==> src/sv/apbt_pkg.sv <==
`timescale 1ns / 1ps
`default_nettype none
// ----------------------------------------------------------------------------
// Accelerometer pitch tilt positioner: shared package
// Widths, codes, bus structures and the arctangent table used by the square
// root cells, the CORDIC cells and the top level.
// ----------------------------------------------------------------------------
package apbt_pkg;

    localparam int ACCEL_BITS      = 13;
    localparam int ANGLE_FRAC_BITS = 8;
    localparam int CORDIC_STEPS    = 16;
    localparam int PRESCALE        = 14;
    localparam int TABLE_LEN       = 24;

    localparam int PITCH_W  = 16;
    localparam int TARGET_W = 16;
    localparam int DRIVE_W  = 9;
    localparam int LEVEL_W  = 8;

    localparam int SQ_W       = 2 * ACCEL_BITS;
    localparam int ROOT_W     = ACCEL_BITS;
    localparam int SQRT_STEPS = ACCEL_BITS;
    localparam int SQRT_SW    = $clog2(SQRT_STEPS);
    localparam int CW         = ACCEL_BITS + PRESCALE + 3;
    localparam int AW         = 25;
    localparam int TABLE_IW   = $clog2(TABLE_LEN);
    localparam int ACC_SHIFT  = 16 - ANGLE_FRAC_BITS;

    localparam logic [LEVEL_W-1:0] LEVEL_RESET = LEVEL_W'(128);

    localparam logic FUNC_START = 1'b0;
    localparam logic FUNC_TICK  = 1'b1;

    typedef logic signed [ACCEL_BITS-1:0] t_accel;
    typedef logic        [SQ_W-1:0]       t_sq;
    typedef logic signed [CW-1:0]         t_cw;
    typedef logic signed [AW-1:0]         t_acc;

    localparam t_acc ROUND_HALF = t_acc'(1 << (15 - ANGLE_FRAC_BITS));
    localparam t_acc PITCH_LIM  = t_acc'(90 << ANGLE_FRAC_BITS);

    typedef struct packed {
        logic valid;
        t_sq  rem;
        t_sq  res;
    } t_sqrt_bus;

    typedef struct packed {
        logic valid;
        t_cw  cx;
        t_cw  cy;
        t_acc acc;
    } t_cord_bus;

    // Arctangent of 2^-i in degrees, Q16.
    localparam t_acc ATAN_Q16 [TABLE_LEN] = '{
        t_acc'(2949120), t_acc'(1740967), t_acc'(919879), t_acc'(466945),
        t_acc'(234379),  t_acc'(117304),  t_acc'(58666),  t_acc'(29335),
        t_acc'(14668),   t_acc'(7334),    t_acc'(3667),   t_acc'(1833),
        t_acc'(917),     t_acc'(458),     t_acc'(229),    t_acc'(115),
        t_acc'(57),      t_acc'(29),      t_acc'(14),     t_acc'(7),
        t_acc'(4),       t_acc'(2),       t_acc'(1),      t_acc'(0)
    };

    function automatic t_acc atan_q16(logic [TABLE_IW-1:0] idx);
        return ATAN_Q16[idx];
    endfunction

    function automatic t_sq sqrt_bit(logic [SQRT_SW-1:0] step);
        int sh;
        sh = 2 * (SQRT_STEPS - 1 - int'(step));
        return t_sq'(1) << sh;
    endfunction

endpackage
`default_nettype wire

==> src/sv/apbt_cordic_cell.sv <==
`timescale 1ns / 1ps
`default_nettype none
// ----------------------------------------------------------------------------
// CORDIC vectoring cell
// One rotation step towards the X axis, accumulating the angle in Q16
// degrees; the cells form a chain and pass the vector along every cycle.
// ----------------------------------------------------------------------------
module apbt_cordic_cell import apbt_pkg::*; (
    input  wire logic                i_clk,
    input  wire logic                i_rst_n,
    input  wire logic [TABLE_IW-1:0] i_step,
    input  wire t_cord_bus           i_bus,
    output t_cord_bus                o_bus
);

    t_cw  w_cx_sh;
    t_cw  w_cy_sh;
    t_acc w_angle;
    t_cw  n_cx;
    t_cw  n_cy;
    t_acc n_acc;
    logic r_valid;
    t_cw  r_cx;
    t_cw  r_cy;
    t_acc r_acc;

    always_comb begin
        w_cx_sh = i_bus.cx >>> i_step;
        w_cy_sh = i_bus.cy >>> i_step;
        w_angle = atan_q16(i_step);
        if (!i_bus.cy[CW-1]) begin
            n_cx  = i_bus.cx + w_cy_sh;
            n_cy  = i_bus.cy - w_cx_sh;
            n_acc = i_bus.acc + w_angle;
        end else begin
            n_cx  = i_bus.cx - w_cy_sh;
            n_cy  = i_bus.cy + w_cx_sh;
            n_acc = i_bus.acc - w_angle;
        end
    end

    always_ff @(posedge i_clk) begin
        if (!i_rst_n) begin
            r_valid <= 1'b0;
        end else begin
            r_valid <= i_bus.valid;
        end
    end

    always_ff @(posedge i_clk) begin
        r_cx  <= n_cx;
        r_cy  <= n_cy;
        r_acc <= n_acc;
    end

    assign o_bus = '{valid: r_valid, cx: r_cx, cy: r_cy, acc: r_acc};

endmodule
`default_nettype wire

==> config.mk <==
export PLATFORM = sky130hd
export DESIGN_NAME = apbt_cordic_cell
export DESIGN_NICKNAME = d
export VERILOG_FILES = /design/src/sv/apbt_pkg.sv /design/src/sv/apbt_cordic_cell.sv
export SDC_FILE = /design/constraint.sdc
export NUM_CORES = 1
export LEC_CHECK = 0
export ABC_AREA = 1
export ABC_CLOCK_PERIOD_IN_PS = 6100
export BUFFER_PORTS_ARGS = -buffer_cell sky130_fd_sc_hd__buf_2
export CORE_ASPECT_RATIO = 1.75
export CORE_MARGIN = 5
export CORE_UTILIZATION = 55
export DETAILED_ROUTE_END_ITERATION = 8
export PLACE_DENSITY = 0.77
export SYNTH_ARGS = -nofsm -noshare
export SYNTH_HDL_FRONTEND = slang
export SYNTH_SLANG_ARGS = --single-unit
export TNS_END_PERCENT = 5
==> constraint.sdc <==
create_clock -name i_clk -period 6.1 [get_ports i_clk]
set_clock_uncertainty 0.05 [all_clocks]
set_input_delay 1.22 -clock i_clk [delete_from_list [all_inputs] [get_ports i_clk]]
set_output_delay 1.22 -clock i_clk [all_outputs]
set_load 0.01 [all_outputs]
==> results.sh <==
export IMPL_finalSetupTns_ns=0
export IMPL_power_mw=3.36
export IMPL_hold_ws_ns=0.985
export IMPL_met1_usage_pct=35.8
export IMPL_cts_tree="yes"
export IMPL_fin_crit_sh_pct=92.7
export IMPL_start_util_pct=55.9
export IMPL_cap_viol_max_count=0
export IMPL_use_met2_pct=64.2
export IMPL_netlist_instances=2075
export IMPL_cts_root_buf="clkbuf_16"
export IMPL_post_cts_resized=0
export IMPL_io_buffers=178
export IMPL_die_height_microns=208
export IMPL_slew_limit_headroom_pct=38.2
export IMPL_cts_clk_slew_worst_paths_ns=0.07
export IMPL_antenna_diode_count=0
export IMPL_die_area_sq_um=25700
export IMPL_postCtsHoldBufs=0
export IMPL_die_x_microns=123
export IMPL_cts_setup_buffers=0
export IMPL_crit_fanout=31
export IMPL_synth_cell_types=56
export IMPL_grt_usage_pct=35.7
export IMPL_power_leakage_nw=7.34
export IMPL_syn_nets=2270
export IMPL_cp_arrival_ns=5.92
export IMPL_routedWlPerCell_microns=18.4
export IMPL_gr_max_usage_layer="met2"
export IMPL_hp_class="primary input to register"
export IMPL_status="finished, final reports clean"
export IMPL_fin_util_pct=62.2
export IMPL_dp_final_hpwl_microns=38100
export IMPL_fin_crit_ns=5.65
export IMPL_antenna_found_initial=0
export IMPL_numCtsBuffers=9
export IMPL_final_cell_mix="nand2_1 (664), nand3_1 (295), buf_2 (178)"
export IMPL_drtIter0Drc=1281
export IMPL_drv_slew=0
export IMPL_drt_wl_total_microns=46400
export IMPL_yosys_top_cells_area="nand2_1 (20%), dfxtp_1 (14%), nand3_1 (12%), ha_1 (10%), xor2_1 (5.3%)"
export IMPL_area_growth_pct=11.3
export IMPL_ys_ff_latch=86
export IMPL_tightest_slew_ns=0.923
export IMPL_final_hold_viol_count=0
export IMPL_first_pass_iters=6
export IMPL_drc=0
export IMPL_yosys_area_top_type_share_pct=20.1
export IMPL_met3_usage_pct=5.27
export IMPL_rows=72
export IMPL_ys_seq_area_share_pct=13.9
export IMPL_worst_setup_path_start_kind="primary input"
export IMPL_nets=2420
export IMPL_grt_pass1_vias=14570
export IMPL_mostFrequentLayoutCell="nand2_1"
export IMPL_grt_start_max_net_pins=67
export IMPL_fmax_ghz=0.177
export IMPL_end_kind="register"
export IMPL_placed_cell_area_sq_um=13500
export IMPL_p_per_area_nw_per_um2=244
export IMPL_critical_path_class="primary input to register"
export IMPL_htree_levels=3
export IMPL_pin_count=179
export IMPL_nFillCells=2259
export IMPL_gr_total_overflow=0
export IMPL_grt_pass1_wl_microns=72200
export IMPL_setup_viol=0
export IMPL_rsz0062_at_grt="no"
export IMPL_syn_area_sq_um=12400
export IMPL_place_congestion=1.01
export IMPL_vdd_ir_drop_max_v=0.000242
export IMPL_postRouteAntennaNets=0
export IMPL_yosys_warnings=0
export IMPL_coreArea_sq_um=22200
export IMPL_cts_sinks=86
export IMPL_viasPerCell=5.83
export IMPL_cp_required_ns=6.37
export IMPL_yosysTopAreaCell="nand2_1"
export IMPL_via_count=14734
export IMPL_syn_avg_cell_area_sq_um=5.97
export IMPL_cts_max_path_buffers=2
export IMPL_design_area_sq_um=13800
export IMPL_drive_above_1_share_pct=15.7
-- registers in the layout, summed over array words and instances (netlist names) --
name / flops
r_cx: 30
r_cy: 30
r_valid: 1
r_acc: 25
-- layer usage --
metal | wire [microns] | share of wire (%)
met1 | 15800 | 34
met2 | 23900 | 51
met3 | 2810 | 6.0
met4 | 3980 | 8.6
met5 | 0 | 0
-- through the flow --
stage	cells	worst slack (ns)
global placement	2510	0.337
finish	2526	0.446
global route	2526	0.149
floorplan	2075	1.11
detailed placement	2510	0.232
CTS	2526	0.606
-- cell usage after synthesis, drive strengths merged --
cell	number
a21boi	6
a21o	6
a21oi	119
a221oi	3
a31oi	12
a32oi	1
a41oi	1
and2	1
buf	61
clkbuf	14
dfxtp	86
fa	3
ha	99
inv	179
nand2	698
nand3	315
nand3b	8
nand4	29
nor2	165
nor3	15
nor3b	1
nor4	6
o2111ai	2
o211a	2
o211ai	7
o21a	8
o21ai	91
o21bai	6
o221a	1
o221ai	3
o22ai	4
o31ai	1
or2	4
xnor2	43
xor2	75
-- worst max-delay path, cell delays in order --
cell and delay, ns:
buf_2 0.13, inv_4 0.29, buf_4 0.33, nand3_2 0.11, nand3_1 0.13, nand3_1 0.12
nand3_1 0.17, nand2_1 0.11, inv_1 0.09, ha_1 0.19, nand3_1 0.13, nor2_4 0.16
nand2_4 0.09, nor2_4 0.20, nand3_1 0.13, nand2_1 0.08, nand2_1 0.05, nand2_1 0.16
inv_1 0.09, ha_1 0.32, nand2_1 0.12, nor4_1 0.47, nand3_1 0.24, nand3_1 0.23
a21boi_0 0.17, o21bai_1 0.18, xor2_1 0.15
-- kinds of logic after synthesis --
logic type,Yosys count,share of synthesized area [%]
AOI/OAI and AO/OA,273,12.7
xor gates and xnor gates,118,8.35
adders and majority gates,102,10.5
DFF,86,13.9
buffers and inverters,254,9.39
and+or+nand+nor,1242,45.1
-- final timing paths --
path,from,end,cells after the start
worst max-delay path,i_step[1],r_cy[26],27
worst min-delay path,i_bus[85],r_valid,3
-- area by class of cell --
type / count / area [sq um] / share of cell area, %
sequential: 86 / 1720 / 12.5
inverter: 179 / 679 / 4.93
clock inverter: 5 / 42.5 / 0.309
timing repair buffer: 214 / 1220 / 8.88
multi-input combinational: 1735 / 9500 / 68.9
clock buffer: 11 / 243 / 1.76
tap: 296 / 370 / 2.69
-- where the power goes --
group,internal [mW],switching (mW)
logic,0.711,1.24
registers,0.796,0.0508
clock network,0.293,0.271
Note: power is estimated with default switching activity, not from simulation.
